$ cat src/design/bfc_pkg.sv
// Shared types and codes for the bounded FIFO with close.
`timescale 1ns / 1ps

package bfc_pkg;

	localparam int ACTION_W   = 2;
	localparam int ID_W       = 8;
	localparam int SEQ_W      = 32;
	localparam int STATUS_W   = 3;
	localparam int COUNT_W    = 5;
	localparam int TOTAL_W    = 32;
	localparam int SUM_W      = 64;
	localparam int CAP_W      = 5;
	localparam int PROD_W     = 8;
	localparam int CFG_DATA_W = 8;
	localparam int CFG_IDX_W  = 1;

	localparam logic [CFG_IDX_W-1:0] REG_CAPACITY       = 1'd0;
	localparam logic [CFG_IDX_W-1:0] REG_PRODUCER_COUNT = 1'd1;

	localparam logic [CAP_W-1:0]  CAPACITY_RESET  = 5'd8;
	localparam logic [PROD_W-1:0] PRODUCERS_RESET = 8'd2;

	typedef enum logic [ACTION_W-1:0] {
		ACT_PUT  = 2'd0,
		ACT_GET  = 2'd1,
		ACT_DONE = 2'd2
	} action_t;

	typedef enum logic [STATUS_W-1:0] {
		ST_PUT_OK       = 3'd0,
		ST_FULL         = 3'd1,
		ST_GOT          = 3'd2,
		ST_EMPTY        = 3'd3,
		ST_CLOSED_EMPTY = 3'd4,
		ST_DONE_OK      = 3'd5,
		ST_EXTRA        = 3'd6
	} status_t;

	typedef struct packed {
		logic [ID_W-1:0]  id;
		logic [SEQ_W-1:0] seq;
	} entry_t;

endpackage

$ cat src/design/bounded_fifo_with_close_core.sv
// A word accepted passes the input register, then the result register. Throughput: one
// put, get or done word per cycle while result_stall is low; the entry store has one write
// and one registered read port, and the running sum folds in as each result leaves.
// Reset: pointers, fill, totals and the closed flag clear, capacity loads 8 and
// producers remaining loads 2; the entry store is not cleared.
`timescale 1ns / 1ps

module bounded_fifo_with_close_core #(
	parameter int DEPTH = 16
) (
	input  logic                            clk,
	input  logic                            arst_n,
	// item channel
	input  logic                            item_valid,
	output logic                            item_stall,
	input  logic [bfc_pkg::ACTION_W-1:0]    action,
	input  logic [bfc_pkg::ID_W-1:0]        producer_id,
	input  logic [bfc_pkg::SEQ_W-1:0]       sequence_req,
	// result channel
	output logic                            result_valid,
	input  logic                            result_stall,
	output logic [bfc_pkg::STATUS_W-1:0]    status,
	output logic [bfc_pkg::ID_W-1:0]        out_producer_id,
	output logic [bfc_pkg::SEQ_W-1:0]       out_sequence,
	output logic [bfc_pkg::COUNT_W-1:0]     fill_count,
	output logic [bfc_pkg::TOTAL_W-1:0]     consumed_total,
	output logic [bfc_pkg::SUM_W-1:0]       sum_of_sequences,
	output logic                            is_closed,
	// configuration
	input  logic                            cfg_write,
	input  logic [bfc_pkg::CFG_IDX_W-1:0]   cfg_index,
	input  logic [bfc_pkg::CFG_DATA_W-1:0]  cfg_data
);

	import bfc_pkg::*;

	// Pointer width covers the store; compare width also holds DEPTH and any capacity code.
	localparam int PW = (DEPTH > 1) ? $clog2(DEPTH) : 1;
	localparam int CW = (PW + 1 > CAP_W + 1) ? PW + 1 : CAP_W + 1;

	// Move a pointer on by one, back to zero once it would reach the live capacity.
	function automatic logic [PW-1:0] step_ptr(input logic [PW-1:0] p,
		input logic [CW-1:0] lim);
		logic [CW-1:0] n;
		n = CW'(p) + CW'(1);
		step_ptr = (n >= lim) ? '0 : n[PW-1:0];
	endfunction

	// Configuration and queue state
	logic [CAP_W-1:0]   capacity_q;
	logic [PROD_W-1:0]  remaining_q;
	logic               closed_q;
	logic [PW-1:0]      rd_ptr_q;
	logic [PW-1:0]      wr_ptr_q;
	logic [COUNT_W-1:0] count_q;
	logic [TOTAL_W-1:0] taken_q;
	// Sum of the sequences of every result already handed on
	logic [SUM_W-1:0]   sum_q;

	// Entry store: one write, one registered read
	entry_t             store_q [DEPTH];

	// Input register
	logic               valid_s1;
	logic [ACTION_W-1:0] action_s1;
	logic [ID_W-1:0]    id_s1;
	logic [SEQ_W-1:0]   seq_s1;

	// Result register
	logic               valid_s2;
	status_t            status_s2;
	logic [COUNT_W-1:0] fill_s2;
	logic [TOTAL_W-1:0] taken_s2;
	logic               closed_s2;
	entry_t             rdata_s2;

	// Step logic
	logic [CW-1:0]      cap_ext;
	logic [CW-1:0]      cap_floor;
	logic [CW-1:0]      ecap;
	status_t            st_n;
	logic [PW-1:0]      rd_ptr_n;
	logic [PW-1:0]      wr_ptr_n;
	logic [COUNT_W-1:0] count_n;
	logic [TOTAL_W-1:0] taken_n;
	logic [PROD_W-1:0]  remaining_n;
	logic               closed_n;
	logic               store_we;
	logic               store_re;
	logic               advance_s1;
	logic               result_take;
	logic               got_s2;

	// The first word moves on whenever the result register is free or being emptied.
	assign result_take = valid_s2 && !result_stall;
	assign advance_s1  = valid_s1 && (!valid_s2 || !result_stall);
	assign item_stall  = valid_s1 && !advance_s1;

	// Clamp capacity to 1..DEPTH.
	assign cap_ext   = CW'(capacity_q);
	assign cap_floor = (capacity_q == '0) ? CW'(1) : cap_ext;
	assign ecap      = (cap_floor > CW'(DEPTH)) ? CW'(DEPTH) : cap_floor;

	always_comb begin
		st_n        = ST_EXTRA;
		rd_ptr_n    = rd_ptr_q;
		wr_ptr_n    = wr_ptr_q;
		count_n     = count_q;
		taken_n     = taken_q;
		remaining_n = remaining_q;
		closed_n    = closed_q;
		store_we    = 1'b0;
		store_re    = 1'b0;
		unique case (action_t'(action_s1))
			ACT_PUT: begin
				// Reject while held entries reach the capacity, even after it was lowered.
				if (CW'(count_q) >= ecap) begin
					st_n = ST_FULL;
				end else begin
					store_we = 1'b1;
					wr_ptr_n = step_ptr(wr_ptr_q, ecap);
					count_n  = count_q + COUNT_W'(1);
					st_n     = ST_PUT_OK;
				end
			end
			ACT_GET: begin
				if (count_q == '0) begin
					st_n = closed_q ? ST_CLOSED_EMPTY : ST_EMPTY;
				end else begin
					store_re = 1'b1;
					rd_ptr_n = step_ptr(rd_ptr_q, ecap);
					count_n  = count_q - COUNT_W'(1);
					taken_n  = taken_q + TOTAL_W'(1);
					st_n     = ST_GOT;
				end
			end
			ACT_DONE: begin
				// A done with no producer left is flagged and dropped.
				if (remaining_q == '0) begin
					st_n = ST_EXTRA;
				end else begin
					remaining_n = remaining_q - PROD_W'(1);
					if (remaining_q == PROD_W'(1)) begin
						closed_n = 1'b1;
					end
					st_n = ST_DONE_OK;
				end
			end
			default: begin
				// Unused action code: change nothing.
				st_n = ST_EXTRA;
			end
		endcase
	end

	// Control state, configuration and pipeline valids
	always_ff @(posedge clk or negedge arst_n) begin
		if (!arst_n) begin
			capacity_q  <= CAPACITY_RESET;
			remaining_q <= PRODUCERS_RESET;
			closed_q    <= 1'b0;
			rd_ptr_q    <= '0;
			wr_ptr_q    <= '0;
			count_q     <= '0;
			taken_q     <= '0;
			sum_q       <= '0;
			valid_s1    <= 1'b0;
			valid_s2    <= 1'b0;
		end else begin
			if (cfg_write) begin
				unique case (cfg_index)
					REG_CAPACITY: begin
						capacity_q <= cfg_data[CAP_W-1:0];
					end
					REG_PRODUCER_COUNT: begin
						// Reload the countdown; a count of zero closes at once.
						remaining_q <= cfg_data[PROD_W-1:0];
						closed_q    <= (cfg_data[PROD_W-1:0] == '0);
					end
					default: begin
					end
				endcase
			end else if (advance_s1) begin
				rd_ptr_q    <= rd_ptr_n;
				wr_ptr_q    <= wr_ptr_n;
				count_q     <= count_n;
				taken_q     <= taken_n;
				remaining_q <= remaining_n;
				closed_q    <= closed_n;
			end

			// Fold a taken sequence into the sum as its result leaves.
			if (result_take && got_s2) begin
				sum_q <= sum_q + SUM_W'(rdata_s2.seq);
			end

			if (item_valid && !item_stall) begin
				valid_s1 <= 1'b1;
			end else if (advance_s1) begin
				valid_s1 <= 1'b0;
			end

			if (advance_s1) begin
				valid_s2 <= 1'b1;
			end else if (result_take) begin
				valid_s2 <= 1'b0;
			end
		end
	end

	// Payload registers
	always_ff @(posedge clk) begin
		if (item_valid && !item_stall) begin
			action_s1 <= action;
			id_s1     <= producer_id;
			seq_s1    <= sequence_req;
		end
		if (advance_s1) begin
			status_s2 <= st_n;
			fill_s2   <= count_n;
			taken_s2  <= taken_n;
			closed_s2 <= closed_n;
		end
	end

	// Entry store: write at the write pointer, registered read at the read pointer
	always_ff @(posedge clk) begin
		if (advance_s1 && store_we) begin
			store_q[wr_ptr_q] <= '{id: id_s1, seq: seq_s1};
		end
		if (advance_s1 && store_re) begin
			rdata_s2 <= store_q[rd_ptr_q];
		end
	end

	// Result word: the entry fields are zero unless an entry was taken
	assign got_s2           = (status_s2 == ST_GOT);
	assign result_valid     = valid_s2;
	assign status           = status_s2;
	assign out_producer_id  = got_s2 ? rdata_s2.id : '0;
	assign out_sequence     = got_s2 ? rdata_s2.seq : '0;
	assign fill_count       = fill_s2;
	assign consumed_total   = taken_s2;
	assign sum_of_sequences = sum_q + (got_s2 ? SUM_W'(rdata_s2.seq) : '0);
	assign is_closed        = closed_s2;

endmodule

$ cat config.mk
export PLATFORM = sky130hd
export DESIGN_NAME = bounded_fifo_with_close_core
export DESIGN_NICKNAME = d
export VERILOG_FILES = /design/src/design/bfc_pkg.sv /design/src/design/bounded_fifo_with_close_core.sv
export SDC_FILE = /design/constraint.sdc
export NUM_CORES = 1
export LEC_CHECK = 0
export ABC_AREA = 0
export BUFFER_PORTS_ARGS = -buffer_cell sky130_fd_sc_hd__clkbuf_2
export CELL_PAD_IN_SITES_DETAIL_PLACEMENT = 1
export CELL_PAD_IN_SITES_GLOBAL_PLACEMENT = 1
export CORE_ASPECT_RATIO = 0.5
export CORE_MARGIN = 1.5
export CORE_UTILIZATION = 50
export CTS_BUF_LIST = sky130_fd_sc_hd__clkbuf_16
export DETAILED_ROUTE_END_ITERATION = 16
export GPL_ROUTABILITY_DRIVEN = 1
export HOLD_SLACK_MARGIN = 0.05
export PLACE_DENSITY = 0.73
export SLEW_MARGIN = 10
export SYNTH_ARGS = -nofsm -noshare
export SYNTH_HDL_FRONTEND = slang
export SYNTH_SLANG_ARGS = --single-unit
$ cat constraint.sdc
create_clock -name clk -period 5.35 [get_ports clk]
set_input_delay 0.535 -clock clk [delete_from_list [all_inputs] [get_ports clk]]
set_output_delay 0.535 -clock clk [all_outputs]
set_load 0.005 [all_outputs]
==> results of run 1 <==
-- sequential cells by signal, summed over array words and instances, names as in the netlist, 5 cells and up --
register / count
seq_s1: 32
fill_count: 5
remaining_q: 8
sum_q: 64
store_q: 640
consumed_total: 32
count_q: 5
id_s1: 8
rdata_s2: 40
capacity_q: 5
taken_q: 32
-- how the worst min path moves through the flow --
stage / start / end / slack (ns) / cells after the start
4_1_cts: sequence_req[6] / seq_s1[6] / 0.06 / 1
6_report: sequence_req[13] / seq_s1[13] / 0.09 / 1
3_3_place_gp: valid_s1 / result_valid / 0.47 / 1
3_5_place_dp: taken_q[31] / taken_q[31] / 0.49 / 1
2_1_floorplan: arst_n / capacity_q[0] / 0.24 / 0
5_1_grt: sequence_req[13] / seq_s1[13] / 0.05 / 1
-- layout by cell type (no fill, tap or decap), drive strengths merged, types with 41 or more instances in the layout --
cell / netlist / final
mux2: 50 / 50
edfxtp: 763 / 763
a21oi: 116 / 116
inv: 35 / 54
a22oi: 42 / 42
o21ai: 175 / 175
nor2: 114 / 114
ha: 89 / 89
buf: 32 / 45
mux2i: 124 / 124
nand2: 202 / 202
clkbuf: 94 / 282
xor2: 72 / 72
nand3: 67 / 67
and2: 66 / 66
a221oi: 41 / 41
dfrtp: 123 / 123
xnor2: 115 / 115
mux4: 80 / 80
-- final cells by class --
class	count	area, sq um	share of cell area [%]
multi-input combinational	1629	12800	28.4
tap	1036	1300	2.88
clock buffer	81	2030	4.51
sequential	888	26100	57.9
clock inverter	66	744	1.66
antenna	1	2.50	0.00556
timing repair buffer	282	1930	4.30
inverter	35	131	0.292
-- power by group --
part	internal, mW	total, mW	switching, mW
registers	7.92	8.47	0.556
clock network	3.43	6.13	2.70
logic	2.19	5.16	2.97
total	13.5	19.8	6.23
-- layer usage --
layer	up-vias	wire length [um]	share of wire (%)	GRT usage (%)
li1	10700	-	-	-
met1	12300	45900	43	37.0
met2	804	49800	47	42.1
met3	187	7060	6.7	5.64
met4	4	3340	3.1	8.71
met5	-	24	0.023	0
-- what timing repair did --
action                     in CTS  in global routing
gates resized for setup         0                  6
setup endpoints to repair       0                 21
hold buffers                   36                  0
hold endpoints to repair      107                  0
-- cell families after synthesis --
group / count (synthesis)
compound gates: 503
xor+xnor: 187
fa+ha+maj: 91
buf+inv: 161
flops: 888
mux: 254
simple gates: 594
-- per-stage QoR --
| step | utilization [%] | std cells | worst slack (ns) | setup TNS (ns) |
|---|---|---|---|---|
| after floorplan | - | 2678 | 1.08 | 0 |
| after global placement | 53.9 | 3834 | 0.827 | 0 |
| after detailed placement | 53.9 | 3834 | 0.759 | 0 |
| after CTS | 57.9 | 4017 | 0.000556 | 0 |
| after global routing | 57.9 | 4018 | -0.00817 | -0.00817 |
| final | 57.9 | 4018 | 0.337 | 0 |
==> results.toml, run 1 <==
[yosys]
synth_cell_types = 88
synth_top_cell_area_share_pct = 58.1
synthAdderAreaFrac_pct = 2.93
yosys_register_bits = 888
synthMuxAreaShare_pct = 9.14
synth_compound_area_share_pct = 8.35
avgSynthCellArea_sq_um = 14.7
yosys.area_share.simple_pct = 7.57
synth-xor-area-share_pct = 4.31
async_flop_share_pct = 14.1
syn_inst = 2678
synth.most_common_cell = "edfxtp_1"
syn-cell-area_sq_um = 39400
synth_top_family_by_area = "multiplexers"
synth_ff_type = "edfxtp_1"
syn_nets = 2825
synth-edff-count = 763
synthTopCellsByArea = "edfxtp_1 (58%), dfrtp_1 (7.8%), mux4_2 (4.6%), mux2i_1 (3.1%), ha_1 (2.8%)"
netlist_top_cells_count = "edfxtp_1 (763), nand2_1 (194), o21ai_0 (165)"
synth_largest_area_cell = "edfxtp_1"
ys_seq_area_share_pct = 66.0
yosysWarnings = 0

[clocking]
clock-root-buffer = "clkbuf_16"
cts_made_buffers = 80
clockBufferDepth = 3
cts_setup_buffers = 0
clkTransAtPathRegs_ns = 0.06
cts_tree = "built"
worstSkewPairLatency_ns = 0.68
h-tree-depth = 3
clock_sinks = 888

[finish]
fin_nets = 3063
num-fill-cells = 7368
drive_gt1_share_pct = 19.4
fin_area_sq_um = 45000
area_growth_pct = 14.1

[critical_path]
timing.rr.end = "store_q[7][25]"
cp_slowest_cell = "o311ai_1"
ff2ff_setup_slack_ns = 0.99
worstSetupPathType = "reg2out"
critPathLaunch = "status[0]"
reg2regPathDepth = 14
critPathLaunchType = "flop"
worst_ep_arrival_time_ns = 4.48
slowest_delay_ns = 0.42
crit_family = "compound AO/OA/AOI/OAI gates"
path_cells = "nor3b_2 > buf_12 > and2_1 > ha_1 > fa_1 > a211oi_2 > nor3_4 > o21ai_2 > o41ai_4 > a31oi_1 > o311ai_1 > a21o_4 > nand3_1 > xnor2_1 > clkbuf_2"
timing.rr.start = "capacity_q[1]"
path_buf_inv = 2
endpoint_kind = "output port"
cp.depth = 15
cp_max_fo = 42
cp.required_ns = 4.82
worstSetupEndpoint = "sum_of_sequences[56]"

[sta]
finalHoldWorstSlack_ns = 0.0905
setup_viol = 0
final_hold_viol_count = 0
tightest_slew_ns = 0.973
layout_min_cycle_time_ns = 5.01
fin_worst_skew_ns = 0.0303
period_share_pct = 93.7
fmax_ghz = 0.199
drv_slew = 0
slew_headroom_pct = 34.9

[route]
wl_per_cell_um = 26.4
drt_first_pass_iters = 5
ant_nets = 0
via_per_inst = 5.99
drc = 0
drt_iter0_markers = 1965
wl_um = 106000
route.vias.total = 24100

[floorplanning]
num_rows = 72
top_level_ports = 203
initial_core_util_pct = 50.8
die_h_um = 202
die_w_um = 400
die-area_sq_um = 80700
core_sq_um = 77700

[power_and_ir_drop]
leakagePower_nw = 16.7
p_per_area_nw_per_um2 = 439
ir_drop_mv = 0.286
p_total_mw = 19.8

[global_routing]
track_usage_pct = 26.7
grt_max_degree = 84
grt_overflow_total = 0
grt_pass1_wl_um = 160000
grt_pass1_vias = 25500
antenna_found_initial = 5

[placement]
io_buffers = 202
place_congestion = 0.899
placed_area_sq_um = 41800
dp_hpwl_um = 63300

[outcome]
status = "finished, final reports clean"

[job]
cap_violations = 0

[hold_path]
hp-class = "in2reg"
Power figures use the tool's default switching activity.
==> inputs of run 2 (changes only) <==
--- a/config.mk
+++ b/config.mk
@@ -17,7 +17,7 @@
 export GPL_ROUTABILITY_DRIVEN = 1
 export HOLD_SLACK_MARGIN = 0.05
 export PLACE_DENSITY = 0.73
-export SLEW_MARGIN = 10
+export SLEW_MARGIN = 40
 export SYNTH_ARGS = -nofsm -noshare
 export SYNTH_HDL_FRONTEND = slang
 export SYNTH_SLANG_ARGS = --single-unit
==> constraint.sdc (replaced) <==
create_clock -name clk -period 5.35 [get_ports clk]
set_input_delay 1.07 -clock clk [delete_from_list [all_inputs] [get_ports clk]]
set_output_delay 1.07 -clock clk [all_outputs]
set_load 0.005 [all_outputs]
==> run 2 against run 1 <==
Count of clock-buffer cells in the layout stayed put. Clock skew is 0.0014 ns higher. Cell area hardly changed. Maximum frequency is 6.2% lower. Die area stayed put. Critical path depth is 2 higher. Routed wire length is 0.55% higher. Clock power is 6.9% lower. Sequential share of layout area hardly changed. Register-to-register slack worse by 0.27 ns. Worst hold slack better by 0.22 ns.
==> results.toml, run 2 (synthesized netlist as in run 1, its figures left out) <==
[outcome]
status = "finished, final reports clean"

[route]
drc = 0
drt_iter0_markers = 1883
ant_nets = 0
via_per_inst = 6.03
drt_first_pass_iters = 6
wl_per_cell_um = 26.6
wl_um = 107000
route.vias.total = 24200

[power_and_ir_drop]
p_per_area_nw_per_um2 = 431
ir_drop_mv = 0.260
p_total_mw = 19.4
leakagePower_nw = 16.7

[global_routing]
antenna_found_initial = 2
grt_overflow_total = 0
grt_pass1_wl_um = 160000
grt_max_degree = 94
grt_pass1_vias = 25300
track_usage_pct = 26.7

[finish]
fin_nets = 3054
final_common_cell = "edfxtp_1"
final_cell_mix = "edfxtp_1 (763), nand2_1 (193), clkbuf_2 (191), o21ai_0 (163), mux2i_1 (124)"
regArea_sq_um = 26100
regMostFlops = "store_q"
reg.largest.list = "store_q (640), sum_q (64), rdata_s2 (40)"
utilization_pct = 58.0
fin_cells = 4008
fin_area_sq_um = 45000
multi_input_area_sq_um = 13100
drive_gt1_share_pct = 21.2
num-fill-cells = 7352
largest_reg_flops = 640
area_growth_pct = 14.1

[placement]
place_congestion = 0.895
dp_hpwl_um = 66200
dp.cells = 3836
io_buffers = 202
placed_area_sq_um = 41900

[clocking]
clkTransAtPathRegs_ns = 0.06
clock-root-buffer = "clkbuf_16"
cts_made_buffers = 80
clockBufferDepth = 3
h-tree-depth = 3
cts_hold_buf = 0
cts_tree = "built"
clock_sinks = 888
worstSkewPairLatency_ns = 0.67

[hold_path]
hp-class = "in2async"

[critical_path]
worstSetupPathType = "reg2out"
cp.required_ns = 4.28
cp_max_fo = 11
crit_family = "compound AO/OA/AOI/OAI gates"
cp_slowest_cell = "o41ai_4"
reg2regPathDepth = 14
cp.depth = 17
path_buf_inv = 4
critPathLaunchType = "flop"
slowest_delay_ns = 0.46
worst_ep_arrival_time_ns = 4.27
endpoint_kind = "output port"
path_cells = "nor3b_4 > buf_6 > buf_12 > and2_4 > ha_4 > fa_2 > a211oi_4 > nor3_4 > o21ai_4 > o41ai_4 > a31oi_2 > o311ai_2 > buf_4 > a21o_4 > nand3_4 > xnor2_2 > buf_2"

[sta]
final_hold_viol_count = 0
period_share_pct = 99.9
rsz0062_at_grt = "yes"
fin_worst_skew_ns = 0.0316
finalHoldWorstSlack_ns = 0.312
drv_slew = 0
tightest_slew_ns = 0.860
setup_viol = 0
slew_headroom_pct = 42.6
fmax_ghz = 0.187
layout_min_cycle_time_ns = 5.34

[floorplanning]
num_rows = 72
initial_core_util_pct = 50.8
top_level_ports = 203
die_h_um = 202
die_w_um = 400
core_sq_um = 77700
die-area_sq_um = 80700

[job]
cap_violations = 0
run 2: final cells by class:
| class | instances | share of cell area, % |
|---|---|---|
| Sequential cell | 888 | 57.9 |
| Multi-Input combinational cell | 1630 | 29.1 |
| Clock buffer | 81 | 4.50 |
| Timing Repair Buffer | 272 | 4.21 |
| Tap cell | 1036 | 2.88 |
| Clock inverter | 65 | 1.13 |
| Inverter | 35 | 0.292 |
| Antenna cell | 1 | 0.00556 |
run 2: where the power goes:
group	switching, mW	internal (mW)
logic	3.11	2.22
registers	0.454	7.92
clock network	2.64	3.07
total	6.20	13.2
run 2: what timing repair did:
item,CTS,global route
gates cloned,2,1
setup endpoints to repair,36,37
setup buffers,8,12
gates resized for setup,9,61
pin swaps,6,21
run 2: path summary, 6_finish.rpt:
kind,start,endpoint,slack (ns)
min in group clk,valid_s1,result_valid,0.49
worst max register to register,capacity_q[1],store_q[10][14],0.72
worst max-delay path,status[0],sum_of_sequences[36],0.007
worst min-delay path,arst_n,wr_ptr_q[2],0.31
worst min register to register,valid_s1,result_valid,0.49
max in group asynchronous,arst_n,taken_q[18],4.18
run 2: routing by layer:
| layer | share of wire [%] | wire length [um] | vias to the layer above | global-route usage [%] |
|---|---|---|---|---|
| li1 | - | - | 10700 | - |
| met1 | 44 | 46800 | 12600 | 37.8 |
| met2 | 48 | 51300 | 720 | 43.0 |
| met3 | 5.6 | 5950 | 151 | 3.98 |
| met4 | 2.4 | 2570 | 0 | 7.41 |
| met5 | 0 | 0 | - | 0 |
run 2: through the flow:
step | setup WS (ns) | setup TNS (ns)
2_1_floorplan | 0.898 | 0
3_3_place_gp | 0.472 | 0
3_5_place_dp | 0.355 | 0
4_1_cts | 0.00665 | 0
5_1_grt | -0.205 | -3.33
6_report | 0.00695 | 0
==> inputs of run 3 (changes only) <==
--- a/config.mk
+++ b/config.mk
@@ -9,10 +9,11 @@
 export BUFFER_PORTS_ARGS = -buffer_cell sky130_fd_sc_hd__clkbuf_2
 export CELL_PAD_IN_SITES_DETAIL_PLACEMENT = 1
 export CELL_PAD_IN_SITES_GLOBAL_PLACEMENT = 1
-export CORE_ASPECT_RATIO = 0.5
+export CORE_ASPECT_RATIO = 0.9
 export CORE_MARGIN = 1.5
 export CORE_UTILIZATION = 50
 export CTS_BUF_LIST = sky130_fd_sc_hd__clkbuf_16
+export CTS_CLUSTER_DIAMETER = 150
 export DETAILED_ROUTE_END_ITERATION = 16
 export GPL_ROUTABILITY_DRIVEN = 1
 export HOLD_SLACK_MARGIN = 0.05
==> run 3 against run 2 <==
Largest power group unchanged. Count of clock-buffer cells in the layout up 9. Sequential share of layout area down 0.60 points. Via count about the same. Register-to-register slack better by 0.22 ns. Worst hold slack better by 0.11 ns. Cell area up 1.0%. Sequential power about the same. Total power up 3.7%. Clock power up 11%. First-iteration DRC count up 1.1%. Setup slack better by 0.13 ns.
==> results.toml, run 3 (synthesized netlist as in run 1, its figures left out) <==
[critical_path]
cp.required_ns = 4.28
worstSetupPathType = "reg2out"
reg2regPathDepth = 14
timing.rr.end = "store_q[4][0]"
cp_max_fo = 8
worst_ep_arrival_time_ns = 4.14
timing.rr.start = "capacity_q[1]"
critPathLaunchType = "flop"
ff2ff_setup_slack_ns = 0.94
endpoint_kind = "output port"

[floorplanning]
die_w_um = 299
top_level_ports = 203
die-area_sq_um = 80600
die_h_um = 269
num_rows = 97
initial_core_util_pct = 50.6
core_sq_um = 77900

[sta]
finalHoldWorstSlack_ns = 0.420
setup_viol = 0
fin_worst_skew_ns = 0.0402
period_share_pct = 97.4
fmax_ghz = 0.192
final_hold_viol_count = 0
slew_headroom_pct = 45.3
tightest_slew_ns = 0.820
drv_slew = 0
layout_min_cycle_time_ns = 5.21

[job]
cap_violations = 0

[route]
route.vias.total = 24200
drt_iter0_markers = 1903
drc = 0
wl_per_cell_um = 26.4
drt_first_pass_iters = 5
ant_nets = 0
via_per_inst = 5.99
wl_um = 107000

[placement]
placed_area_sq_um = 41900
dp_hpwl_um = 64900
io_buffers = 202
place_congestion = 0.890

[finish]
regArea_sq_um = 26100
reg.largest.list = "store_q (640), sum_q (64), rdata_s2 (40)"
drive_gt1_share_pct = 22.1
num-fill-cells = 7379
regMostFlops = "store_q"
fin_nets = 3071
area_growth_pct = 15.3
final_common_cell = "edfxtp_1"
final_cell_mix = "edfxtp_1 (763), clkbuf_2 (200), nand2_1 (193), o21ai_0 (161), mux2i_1 (124)"
fin_area_sq_um = 45500
multi_input_area_sq_um = 13100
antenna_cells = 0
largest_reg_flops = 640

[global_routing]
grt_max_degree = 88
grt_pass1_wl_um = 162000
track_usage_pct = 26.5
grt_pass1_vias = 26000
antenna_found_initial = 2
grt_overflow_total = 0

[clocking]
clock_sinks = 888
clkTransAtPathRegs_ns = 0.06
clock-root-buffer = "clkbuf_16"
cts_made_buffers = 90
h-tree-depth = 3
cts_tree = "built"
cts_hold_buf = 0
clockBufferDepth = 3
worstSkewPairLatency_ns = 0.67

[hold_path]
hp-class = "in2async"

[power_and_ir_drop]
ir_drop_mv = 0.387
leakagePower_nw = 16.9
p_per_area_nw_per_um2 = 443

[outcome]
status = "finished, final reports clean"
[run 3: worst max-delay path by stage]
stage / start / end / depth (start not counted)
floorplan: status[0] / sum_of_sequences[36] / 15
global placement: status[0] / sum_of_sequences[59] / 14
detailed placement: status[0] / sum_of_sequences[56] / 14
CTS: status[2] / sum_of_sequences[48] / 17
global route: status[0] / sum_of_sequences[29] / 14
finish: status[0] / sum_of_sequences[29] / 15
[run 3: critical path: stages, from the launching register on]
cell      delay (ns)
edfxtp_1        0.43
nor3b_4         0.31
buf_6           0.16
buf_6           0.12
and2_1          0.17
ha_2            0.33
and3_1          0.19
nand2_1         0.06
o22ai_1         0.08
o41a_1          0.46
o31ai_4         0.28
buf_4           0.19
a211oi_4        0.08
o41ai_2         0.33
xnor2_1         0.15
clkbuf_2        0.13
[run 3: layout make-up]
cell class | count | share of cell area [%]
sequential | 888 | 57.3
tap | 1039 | 2.86
multi-input combinational | 1630 | 28.8
inverter | 35 | 0.289
clock buffer | 90 | 4.95
clock inverter | 77 | 1.64
timing repair buffer | 279 | 4.14
[run 3: routing by layer]
| metal | track usage [%] | up-vias | share of wire (%) |
|---|---|---|---|
| met5 | 0 | - | 0.012 |
| li1 | - | 10700 | - |
| met4 | 8.45 | 2 | 3.0 |
| met2 | 44.6 | 766 | 49 |
| met1 | 35.5 | 12500 | 43 |
| met3 | 3.77 | 202 | 5.0 |
[run 3: timing repair]
item | CTS | global route
pin swaps | 5 | 17
endpoints found under the setup margin | 39 | 37
buffers inserted | 9 | 16
gates cloned | 2 | 1
gates resized for setup | 11 | 68
[run 3: per-stage QoR]
stage | setup TNS [ns] | setup WS [ns] | power [mW] | cells | utilization, %
after detailed placement | 0 | 0.251 | 13.7 | 3842 | 53.7
after floorplan | 0 | 0.898 | 12.0 | 2678 | -
final | 0 | 0.138 | 20.1 | 4038 | 58.4
after global routing | -0.552 | -0.0889 | 21.0 | 4038 | 58.4
after global placement | 0 | 0.467 | 13.5 | 3839 | 53.7
after CTS | 0 | 0.00619 | 20.1 | 4020 | 57.8
[run 3: power by group]
part | total [mW] | switching [mW] | internal [mW]
registers | 8.38 | 0.454 | 7.92
logic | 5.39 | 3.08 | 2.31
clock network | 6.36 | 2.74 | 3.62
total | 20.1 | 6.28 | 13.9
